### config.mk
export PLATFORM = sky130hd
export DESIGN_NAME = delimited_record_element_extract_unit_flat
export DESIGN_NICKNAME = d
export VERILOG_FILES = /design/src/rtl/dree_pkg.sv /design/src/rtl/dree_stream_if.sv /design/src/rtl/dree_csr.sv /design/src/rtl/dree_scan.sv /design/src/rtl/dree_out_reg.sv /design/src/rtl/delimited_record_element_extract_unit.sv /design/src/flat_wrapper.sv
export SDC_FILE = /design/constraint.sdc
export NUM_CORES = 1
export LEC_CHECK = 0
export ABC_CLOCK_PERIOD_IN_PS = 3000
export BUFFER_PORTS_ARGS = -buffer_cell sky130_fd_sc_hd__clkbuf_2
export CORE_MARGIN = 1.5
export CORE_UTILIZATION = 55
export CTS_CLUSTER_DIAMETER = 80
export DETAILED_ROUTE_END_ITERATION = 12
export PLACE_DENSITY = 0.72
export SETUP_SLACK_MARGIN = 0.02
export SKIP_CTS_REPAIR_TIMING = 1
export SKIP_LAST_GASP = 1
export SLEW_MARGIN = 20
export SYNTH_ARGS = -nofsm -noshare
export SYNTH_HDL_FRONTEND = slang
export SYNTH_HIERARCHICAL = 1
export SYNTH_SLANG_ARGS = --single-unit
### constraint.sdc
create_clock -name clock -period 3 [get_ports clock]
set_input_delay 0.6 -clock clock [delete_from_list [all_inputs] [get_ports clock]]
set_output_delay 0.6 -clock clock [all_outputs]
set_load 0.01 [all_outputs]
### src/rtl/dree_pkg.sv
`default_nettype none

package dree_pkg;

   localparam int BYTE_BITS             = 8;
   localparam int NUMBER_BITS           = 16;
   localparam int DELIM_BITS            = 8;
   localparam int CSR_INDEX_BITS        = 3;
   localparam int CSR_DATA_BITS         = 16;
   localparam int POSITION_BITS_DEFAULT = 16;

   typedef enum logic [CSR_INDEX_BITS-1:0] {
      CSR_FIELD_NUMBER       = 3'd0,
      CSR_VALUE_NUMBER       = 3'd1,
      CSR_SUBVALUE_NUMBER    = 3'd2,
      CSR_FIELD_DELIMITER    = 3'd3,
      CSR_VALUE_DELIMITER    = 3'd4,
      CSR_SUBVALUE_DELIMITER = 3'd5
   } csr_index_type;

   localparam logic [NUMBER_BITS-1:0] FIELD_NUMBER_RESET       = 16'd1;
   localparam logic [NUMBER_BITS-1:0] VALUE_NUMBER_RESET       = 16'd0;
   localparam logic [NUMBER_BITS-1:0] SUBVALUE_NUMBER_RESET    = 16'd0;
   localparam logic [DELIM_BITS-1:0]  FIELD_DELIMITER_RESET    = 8'd254;
   localparam logic [DELIM_BITS-1:0]  VALUE_DELIMITER_RESET    = 8'd253;
   localparam logic [DELIM_BITS-1:0]  SUBVALUE_DELIMITER_RESET = 8'd252;

   typedef struct packed {
      logic [BYTE_BITS-1:0] record_byte;
      logic                 record_end;
   } req_payload_type;

   typedef struct packed {
      logic [BYTE_BITS-1:0] out_byte;
      logic                 byte_present;
      logic                 extract_done;
   } rsp_payload_type;

   typedef struct packed {
      logic [NUMBER_BITS-1:0] field_number;
      logic [NUMBER_BITS-1:0] value_number;
      logic [NUMBER_BITS-1:0] subvalue_number;
      logic [DELIM_BITS-1:0]  field_delimiter;
      logic [DELIM_BITS-1:0]  value_delimiter;
      logic [DELIM_BITS-1:0]  subvalue_delimiter;
   } cfg_type;

endpackage

`default_nettype wire

### src/rtl/dree_stream_if.sv
`default_nettype none

interface dree_stream_if #(
   parameter type payload_type = logic
);
   logic        valid;
   logic        ready;
   payload_type payload;

   modport source (output valid, output payload, input ready);
   modport sink   (input valid, input payload, output ready);
endinterface

`default_nettype wire

### src/rtl/dree_csr.sv
`default_nettype none

module dree_csr (
   input  wire logic                                clock,
   input  wire logic                                reset,
   input  wire logic                                csr_write_enable,
   input  wire logic [dree_pkg::CSR_INDEX_BITS-1:0] csr_index,
   input  wire logic [dree_pkg::CSR_DATA_BITS-1:0]  csr_write_data,
   output dree_pkg::cfg_type                        cfg
);
   import dree_pkg::*;

   cfg_type cfg_ff;
   cfg_type cfg_in;

   always_comb begin
      cfg_in = cfg_ff;
      if (csr_write_enable) begin
         case (csr_index_type'(csr_index))
            CSR_FIELD_NUMBER:       cfg_in.field_number    = csr_write_data;
            CSR_VALUE_NUMBER:       cfg_in.value_number    = csr_write_data;
            CSR_SUBVALUE_NUMBER:    cfg_in.subvalue_number = csr_write_data;
            CSR_FIELD_DELIMITER:    cfg_in.field_delimiter = csr_write_data[DELIM_BITS-1:0];
            CSR_VALUE_DELIMITER:    cfg_in.value_delimiter = csr_write_data[DELIM_BITS-1:0];
            CSR_SUBVALUE_DELIMITER: begin
               cfg_in.subvalue_delimiter = csr_write_data[DELIM_BITS-1:0];
            end
            // unknown index: drop the write
            default: cfg_in = cfg_ff;
         endcase
      end
   end

   always_ff @(posedge clock) begin
      if (reset) begin
         cfg_ff.field_number       <= FIELD_NUMBER_RESET;
         cfg_ff.value_number       <= VALUE_NUMBER_RESET;
         cfg_ff.subvalue_number    <= SUBVALUE_NUMBER_RESET;
         cfg_ff.field_delimiter    <= FIELD_DELIMITER_RESET;
         cfg_ff.value_delimiter    <= VALUE_DELIMITER_RESET;
         cfg_ff.subvalue_delimiter <= SUBVALUE_DELIMITER_RESET;
      end else begin
         cfg_ff <= cfg_in;
      end
   end

   assign cfg = cfg_ff;

endmodule

`default_nettype wire

### src/rtl/dree_scan.sv
`default_nettype none

module dree_scan #(
   parameter int POSITION_BITS = dree_pkg::POSITION_BITS_DEFAULT
) (
   input  wire logic                    clock,
   input  wire logic                    reset,
   input  wire dree_pkg::cfg_type       cfg,
   input  wire logic                    in_valid,
   output logic                         in_ready,
   input  wire dree_pkg::req_payload_type in_payload,
   output logic                         res_valid,
   input  wire logic                    res_ready,
   output dree_pkg::rsp_payload_type    res_payload
);
   import dree_pkg::*;

   localparam int CMP_BITS = (POSITION_BITS > NUMBER_BITS) ? POSITION_BITS : NUMBER_BITS;
   localparam logic [POSITION_BITS-1:0] POS_ONE = POSITION_BITS'(1);

   logic             stage_valid_ff, stage_valid_in;
   req_payload_type  stage_word_ff;

   logic [POSITION_BITS-1:0] field_pos_ff, field_pos_in;
   logic [POSITION_BITS-1:0] value_pos_ff, value_pos_in;
   logic [POSITION_BITS-1:0] subvalue_pos_ff, subvalue_pos_in;

   logic [NUMBER_BITS-1:0] field_no;
   logic                   is_fm, is_vm, is_sm;
   logic                   value_on, subvalue_on;
   logic                   sel, last, produces, stage_fire;

   always_comb begin
      field_no = (cfg.field_number == '0) ? NUMBER_BITS'(1) : cfg.field_number;
      last     = stage_word_ff.record_end;

      is_fm = stage_word_ff.record_byte == cfg.field_delimiter;
      is_vm = !is_fm && (stage_word_ff.record_byte == cfg.value_delimiter);
      is_sm = !is_fm && !is_vm && (stage_word_ff.record_byte == cfg.subvalue_delimiter);

      value_on    = cfg.value_number != '0;
      subvalue_on = value_on && (cfg.subvalue_number != '0);

      sel = CMP_BITS'(field_pos_ff) == CMP_BITS'(field_no);
      if (value_on)
         sel = sel && (CMP_BITS'(value_pos_ff) == CMP_BITS'(cfg.value_number));
      if (subvalue_on)
         sel = sel && (CMP_BITS'(subvalue_pos_ff) == CMP_BITS'(cfg.subvalue_number));
      // marks of the selected level and above never pass
      if (is_fm || (is_vm && value_on) || (is_sm && subvalue_on))
         sel = 1'b0;

      produces   = sel || last;
      stage_fire = stage_valid_ff && (!produces || res_ready);
      in_ready   = !stage_valid_ff || stage_fire;

      res_valid                = stage_valid_ff && produces;
      res_payload.out_byte     = sel ? stage_word_ff.record_byte : '0;
      res_payload.byte_present = sel;
      res_payload.extract_done = last;
   end

   always_comb begin
      field_pos_in    = field_pos_ff;
      value_pos_in    = value_pos_ff;
      subvalue_pos_in = subvalue_pos_ff;
      if (stage_fire) begin
         if (is_fm) begin
            if (field_pos_ff != '1)
               field_pos_in = field_pos_ff + POS_ONE;
            value_pos_in    = POS_ONE;
            subvalue_pos_in = POS_ONE;
         end else if (is_vm) begin
            if (value_pos_ff != '1)
               value_pos_in = value_pos_ff + POS_ONE;
            subvalue_pos_in = POS_ONE;
         end else if (is_sm) begin
            if (subvalue_pos_ff != '1)
               subvalue_pos_in = subvalue_pos_ff + POS_ONE;
         end
         // restart for the next record
         if (last) begin
            field_pos_in    = POS_ONE;
            value_pos_in    = POS_ONE;
            subvalue_pos_in = POS_ONE;
         end
      end
      stage_valid_in = in_ready ? in_valid : stage_valid_ff;
   end

   always_ff @(posedge clock) begin
      if (reset) begin
         stage_valid_ff  <= 1'b0;
         field_pos_ff    <= POS_ONE;
         value_pos_ff    <= POS_ONE;
         subvalue_pos_ff <= POS_ONE;
      end else begin
         stage_valid_ff  <= stage_valid_in;
         field_pos_ff    <= field_pos_in;
         value_pos_ff    <= value_pos_in;
         subvalue_pos_ff <= subvalue_pos_in;
      end
   end

   always_ff @(posedge clock) begin
      if (in_valid && in_ready)
         stage_word_ff <= in_payload;
   end

endmodule

`default_nettype wire

### src/rtl/dree_out_reg.sv
`default_nettype none

module dree_out_reg (
   input  wire logic                 clock,
   input  wire logic                 reset,
   input  wire logic                 in_valid,
   output logic                      in_ready,
   input  wire dree_pkg::rsp_payload_type in_payload,
   output logic                      out_valid,
   input  wire logic                 out_ready,
   output dree_pkg::rsp_payload_type out_payload
);
   import dree_pkg::*;

   logic            valid_ff, valid_in;
   rsp_payload_type word_ff;

   // refill in the same cycle the held word is taken
   assign in_ready = !valid_ff || out_ready;
   assign valid_in = in_ready ? in_valid : valid_ff;

   always_ff @(posedge clock) begin
      if (reset)
         valid_ff <= 1'b0;
      else
         valid_ff <= valid_in;
   end

   always_ff @(posedge clock) begin
      if (in_valid && in_ready)
         word_ff <= in_payload;
   end

   assign out_valid   = valid_ff;
   assign out_payload = word_ff;

endmodule

`default_nettype wire

### src/rtl/delimited_record_element_extract_unit.sv
`default_nettype none

// Extracts one field, value or subvalue from a record of marked bytes that
// arrives one word per cycle on req_stream. Each byte goes into an input
// register, is classified against the three mark codes and the three
// position counters there, and its result is written to an output register
// on rsp_stream. The unit takes one byte every cycle while rsp_stream does
// not hold back its results. Only selected bytes and the record's final
// byte give a result, the latter with extract_done set. Registers are
// written through the csr_ port and should only change between records.
module delimited_record_element_extract_unit #(
   parameter int POSITION_BITS = dree_pkg::POSITION_BITS_DEFAULT
) (
   input  wire logic                                clock,
   input  wire logic                                reset,
   dree_stream_if.sink                              req_stream,
   dree_stream_if.source                            rsp_stream,
   input  wire logic                                csr_write_enable,
   input  wire logic [dree_pkg::CSR_INDEX_BITS-1:0] csr_index,
   input  wire logic [dree_pkg::CSR_DATA_BITS-1:0]  csr_write_data
);
   import dree_pkg::*;

   cfg_type         cfg;
   logic            res_valid, res_ready;
   rsp_payload_type res_payload;

   dree_csr u_csr (
      .clock            (clock),
      .reset            (reset),
      .csr_write_enable (csr_write_enable),
      .csr_index        (csr_index),
      .csr_write_data   (csr_write_data),
      .cfg              (cfg)
   );

   dree_scan #(
      .POSITION_BITS (POSITION_BITS)
   ) u_scan (
      .clock       (clock),
      .reset       (reset),
      .cfg         (cfg),
      .in_valid    (req_stream.valid),
      .in_ready    (req_stream.ready),
      .in_payload  (req_stream.payload),
      .res_valid   (res_valid),
      .res_ready   (res_ready),
      .res_payload (res_payload)
   );

   dree_out_reg u_out_reg (
      .clock       (clock),
      .reset       (reset),
      .in_valid    (res_valid),
      .in_ready    (res_ready),
      .in_payload  (res_payload),
      .out_valid   (rsp_stream.valid),
      .out_ready   (rsp_stream.ready),
      .out_payload (rsp_stream.payload)
   );

endmodule

`default_nettype wire
### src/flat_wrapper.sv
// flat-port wrapper written by rule: the top's interface ports become plain ports
module delimited_record_element_extract_unit_flat import dree_pkg::*;
#(
   parameter int POSITION_BITS = dree_pkg::POSITION_BITS_DEFAULT
)
  (clock, reset, csr_write_enable, csr_index, csr_write_data, req_stream_valid, req_stream_payload, req_stream_ready, rsp_stream_valid, rsp_stream_payload, rsp_stream_ready);
  dree_stream_if req_stream_i ();
  dree_stream_if rsp_stream_i ();
  input  wire logic clock;
  input  wire logic reset;
  input  wire logic csr_write_enable;
  input  wire logic [dree_pkg::CSR_INDEX_BITS-1:0] csr_index;
  input  wire logic [dree_pkg::CSR_DATA_BITS-1:0] csr_write_data;
  input wire logic [$bits(req_stream_i.valid)-1:0] req_stream_valid;
  input wire logic [$bits(req_stream_i.payload)-1:0] req_stream_payload;
  output wire logic [$bits(req_stream_i.ready)-1:0] req_stream_ready;
  output wire logic [$bits(rsp_stream_i.valid)-1:0] rsp_stream_valid;
  output wire logic [$bits(rsp_stream_i.payload)-1:0] rsp_stream_payload;
  input wire logic [$bits(rsp_stream_i.ready)-1:0] rsp_stream_ready;
  assign req_stream_i.valid = req_stream_valid;
  assign req_stream_i.payload = req_stream_payload;
  assign req_stream_ready = req_stream_i.ready;
  assign rsp_stream_valid = rsp_stream_i.valid;
  assign rsp_stream_payload = rsp_stream_i.payload;
  assign rsp_stream_i.ready = rsp_stream_ready;
  delimited_record_element_extract_unit #(.POSITION_BITS(POSITION_BITS)) u_core (.clock(clock), .reset(reset), .req_stream(req_stream_i), .rsp_stream(rsp_stream_i), .csr_write_enable(csr_write_enable), .csr_index(csr_index), .csr_write_data(csr_write_data));
endmodule
# ---- Word level (Yosys, flattened, before mapping)
# Index checks and enable logic that the tools add are counted.
dict set report op_classes {
  n_mux 16
  eq_ne 11
  n_addsub 3
  reduce_logical 45
}
# cell count
set ops {}
lappend ops {{2-to-1 mux 16 bit} 13}
lappend ops {{adder 16 x 1 -> 16 bit (second input constant)} 3}
lappend ops {{== test 16 bit} 3}
lappend ops {{!= test 16 bit (second input constant)} 3}
lappend ops {{nonzero test 16 bit} 2}
lappend ops {{logical NOT 8 bit} 3}
lappend ops {{logical NOT 16 bit} 1}
lappend ops {{logical AND 1 bit} 12}
lappend ops {{AND reduction 2 bit} 6}
lappend ops {{AND reduction 3 bit} 3}
lappend ops {{nonzero test 4 bit} 2}
lappend ops {{== test 3 x 2 -> 1 bit (second input constant)} 2}
lappend ops {{== test 3 bit (second input constant)} 2}
lappend ops {{logical OR 1 bit} 6}
lappend ops {{nonzero test 3 bit} 2}
lappend ops {{logical NOT 1 bit} 5}
lappend ops {{nonzero test 2 bit} 2}
lappend ops {{== test 3 x 1 -> 1 bit (second input constant)} 1}
lappend ops {{logical NOT 3 bit} 1}
lappend ops {{2-to-1 mux 1 bit} 3}
dict set report totals {
  in_bits 25
  reg_bits 124
  output_inout_bits 3
}

# ---- Depth between registers and ports, before layout
dict set report logic_depth {
  depth_word 15
  mapped_depth 12
  depth_no_buf 8
}

# ---- Cells and area by module
# The synthesis kept the hierarchy.
# module instances seq_area_each_um2 area_per_inst_um2 cells_each
set by_module_without_submodules {}
lappend by_module_without_submodules {dree_scan 1 1251.2 3945.0 461}
lappend by_module_without_submodules {dree_csr 1 1441.4 2871.5 267}
lappend by_module_without_submodules {dree_out_reg 1 320.3 355.3 15}
lappend by_module_without_submodules {delimited_record_element_extract_unit 1 0.0 3.8 1}

# ---- Worst setup path after synthesis
# Ideal clock, no wire load.
dict set report synth_path {
  path_type {reg-to-output}
  from {register, netlist name u_core/u_scan/stage_word_ff[7]}
  to {output req_stream_ready}
  path_stages_with_launch 8
  arrival_ns 1.971
  setup_slack_ns 0.429
  required_ns 2.400
  cell_sequence {edfxtp_1 xor2_1 nor4_4 nand2_2 and4b_4 a2111oi_4 o21a_1 nand2_1}
}
# element line_no
set synth_rtl {}
lappend synth_rtl {{end: declaration} flat_wrapper.sv:16} ;# output wire logic [$bits(req_stream_i.ready)-1:0] req_stream_ready;

# ---- Worst setup path after layout
dict set report layout_path {
  from {register u_core.u_scan.subvalue_pos_ff[11]}
  to {output req_stream_ready}
}
dict set report layout_via {
  elab_chain_len 9
}
# element line_no
set layout_rtl {}
lappend layout_rtl {{start: declaration} dree_scan.sv:26} ;# logic [POSITION_BITS-1:0] subvalue_pos_ff, subvalue_pos_in;
lappend layout_rtl {{start signal: assignment} dree_scan.sv:101} ;# subvalue_pos_ff <= subvalue_pos_in;
lappend layout_rtl {{== test 16 bit} dree_scan.sv:48} ;# sel = sel && (CMP_BITS'(subvalue_pos_ff) == CMP_BITS'(cfg.subvalue_number));
lappend layout_rtl {{logical AND 1 bit} dree_scan.sv:48}
lappend layout_rtl {{2-to-1 mux 1 bit} dree_scan.sv:47} ;# if (subvalue_on)
lappend layout_rtl {{2-to-1 mux 1 bit} dree_scan.sv:50} ;# if (is_fm || (is_vm && value_on) || (is_sm && subvalue_on))
lappend layout_rtl {{net u_core.u_scan.sel} dree_scan.sv:31} ;# logic sel, last, produces, stage_fire;
lappend layout_rtl {{logical OR 1 bit} dree_scan.sv:53} ;# produces = sel || last;
lappend layout_rtl {{logical NOT 1 bit} dree_scan.sv:54} ;# stage_fire = stage_valid_ff && (!produces || res_ready);
lappend layout_rtl {{logical OR 1 bit} dree_scan.sv:54}
lappend layout_rtl {{logical AND 1 bit} dree_scan.sv:54}
lappend layout_rtl {{logical OR 1 bit} dree_scan.sv:55} ;# in_ready = !stage_valid_ff || stage_fire;
# The timed path passes the listed nets, and every way through them passes these cells.

==> key figures <==
Worst setup path
  – R2R cell count: 10
  – Slowest CP cell: dfxtp_2
  – Startpoint class of the critical path: flop
  – CP peak stage delay: 0.35 ns
  – Maximum fanout along the worst path: 5
  – Arrival time at the worst endpoint: 2.44 ns
  – Critical Path, Cell by Cell: xnor2_1, nand4_1, nor4_2, buf_4, o211ai_2, a2111oi_4, o21a_1, nand2_1, clkbuf_2
  – CP Capture Type: output port
  – Critical Path RT: 2.40 ns
  – Classification of the worst setup path: flop to output port

Clock network
  – Worst-path clk slew: 0.06 ns
  – Clock latency on the worst-skew pair: 0.42 ns
  – Clock sink count: 132
  – Root Buffer: clkbuf_16
  – Number of CTS-inserted buffers: 17
  – CTS tree: built
  – CTS max path bufs: 2
  – H-tree depth: 4

Detailed routing
  – WL met2: 8120 um
  – Post-route DRC: 0
  – Uppermost layer routed: met4
  – Wire length on met1: 7170 um
  – DR pass1 iterations: 5
  – Drt total wl: 16500 um
  – Via count: 5559
  – Routed len/inst: 17.5 um
  – Vias per cell: 5.90
  – Antenna Nets Post-Route: 0
  – Met3 WL post-DR: 833 um
  – DRT iter0 DRCs: 382

Power and ir drop
  – Reg power frac: 42.6%
  – Pwr/cell area: 554 nW/um^2
  – VDD IR-drop max: 0.460 mV
  – Clock share of power: 49.6%
  – Psw: 1.04 mW
  – Cell-internal power: 3.30 mW
  – Leakage: 3.00 nW
  – Switching share of power: 24.0%
  – Power Total: 4.34 mW
  – Comb pwr share: 7.8%

Floorplan
  – CORE AREA: 12100 sq um
  – Height of the die: 115 um
  – Die Footprint: 13100 sq um
  – I/O Pins: 28
  – Die width: 115 um
  – Initial Util: 56.8%
  – Rows: 40

Worst hold path
  – HP Class: input port to flop
  – Hold Crit Depth: 1

Timing
  – Final setup vio count: 1
  – Slew @ Worst Pin: 0.747 ns
  – Worst hold slack: 0.351 ns
  – Period utilization: 101%
  – Setup ws final: -0.0374 ns
  – Final hold vios: 0
  – RSZ-0062 raised after global routing: true
  – Crit path time final: 3.04 ns
  – Setup TNS: -0.0374 ns
  – Max Freq: 329 MHz
  – Skew final: 0.00571 ns
  – Slew headroom: 49.9%
  – Max-slew violation count: 0

GRT
  – Initial antenna violation count: 0
  – Overall Global Routing Usage: 26.7%
  – First-pass GRT wire length: 27100 um
  – Pin count of the biggest net entering global routing: 63
  – Vias in the first global route: 5440
  – GR Overflow Total: 0

Synth
  – Synthesis Warnings: 6
  – Synthesized instance count: 726
  – Mean Syn Cell Area: 9.43 sq um
  – Mapped cell area: 6850 sq um

Cells and area
  – Fillers: 937
  – Nets: 789
  – Fin area: 7840 sq um
  – Fin cells: 942
  – N_diodes: 0
  – Layout cells sized above 1: 15.1%
  – Area grow syn2layout: 14.5%
  – Final core utilization: 65.0%

Placed design
  – DP Wirelength: 11700 um
  – I/O Buffers: 27
  – Placed cell area: 7170 sq um
  – Cells after DPL: 908
  – RePlAce Congestion: 0.930
  – Pre-CTS setup slack: 0.149 ns

Flow run
  – Max-Cap Viols: 0

Outcome
  – Status: finished, violations left
  – Violated checks: negative setup slack
[layout by cell type, fill, tap and decap left out, types with 3 or more instances in the layout]
cell type	count
nand2b_1	68
nand4_1	22
clkbuf_2	27
dfxtp_2	11
ha_1	3
mux2i_1	73
nand2_1	35
buf_4	19
nor2_1	49
xnor2_1	54
nor4_1	12
bufinv_16	3
inv_1	7
and4_1	4
inv_6	5
or3_1	15
o31ai_1	14
and3_1	8
or4_1	25
nand3_1	17
nand4bb_1	3
dfxtp_1	110
o21ai_1	15
edfxtp_1	10
nor3_1	4
clkbuf_16	17
xor2_1	21
nor4_2	4
and2_1	5
o211ai_1	3
conb_1	8
a21oi_1	44
o21ai_0	10
[per-layer routing]
layer  up-vias  global-route usage, %
met4         0                   9.00
met2       170                   44.8
li1       2680                      -
met3        25                   6.99
met5         -                      0
met1      2684                   33.5
[final cells by class]
class                   instances  area (sq um)  share of cell area [%]
multi-input cells             555          3910                    49.9
flip-flops and latches        132          2760                    35.2
clock buffers                  19           443                    5.65
repair buffers                 48           318                    4.05
well taps                     168           210                    2.68
clock inverters                13           171                    2.19
inverters                       7          26.3                   0.335
[power by group through the flow]
stage / clock (mW) / sequential [mW] / combinational [mW]
finish: 2.15 / 1.85 / 0.340
global route: 2.27 / 1.85 / 0.366
CTS: 2.17 / 1.85 / 0.333
detailed placement: 0 / 1.89 / 0.329
global placement: 0 / 1.89 / 0.320
floorplan: 0 / 1.88 / 0.237
[critical path: cells and delay by family (launching register included)]
kind / cells / cell delay [ns]
AOI/OAI and AO/OA: 3 / 0.62
xor gates and xnor gates: 1 / 0.20
buffers and inverters: 2 / 0.31
DFF: 1 / 0.35
and+or+nand+nor: 3 / 0.54
[state kept, by name (all words and copies together) (netlist names)]
register                       cells
u_core/u_csr/cfg                  72
u_core/u_scan/subvalue_pos_ff     16
u_core/u_scan/value_pos_ff        16
u_core/u_scan/field_pos_ff        16
u_core/u_scan/stage_word_ff        8
u_core/u_out_reg/out_valid         1
u_core/u_scan/last                 1
u_core/u_out_reg/out_payload       1
u_core/u_scan/stage_valid_ff       1
[path summary, 6_finish.rpt]
| check | endpoint | startpoint | slack [ns] |
|---|---|---|---|
| hold reg to reg | u_core/u_csr/cfg[27] | u_core/u_csr/cfg[27] | 0.50 |
| hold / removal | u_core/u_scan/last | req_stream_payload | 0.35 |
| setup reg to reg | u_core/u_scan/field_pos_ff[5] | u_core/u_scan/stage_word_ff[8] | 0.15 |
| setup / recovery | req_stream_ready | u_core/u_scan/subvalue_pos_ff[11] | -0.04 |
(Power assumes the default switching activity.)
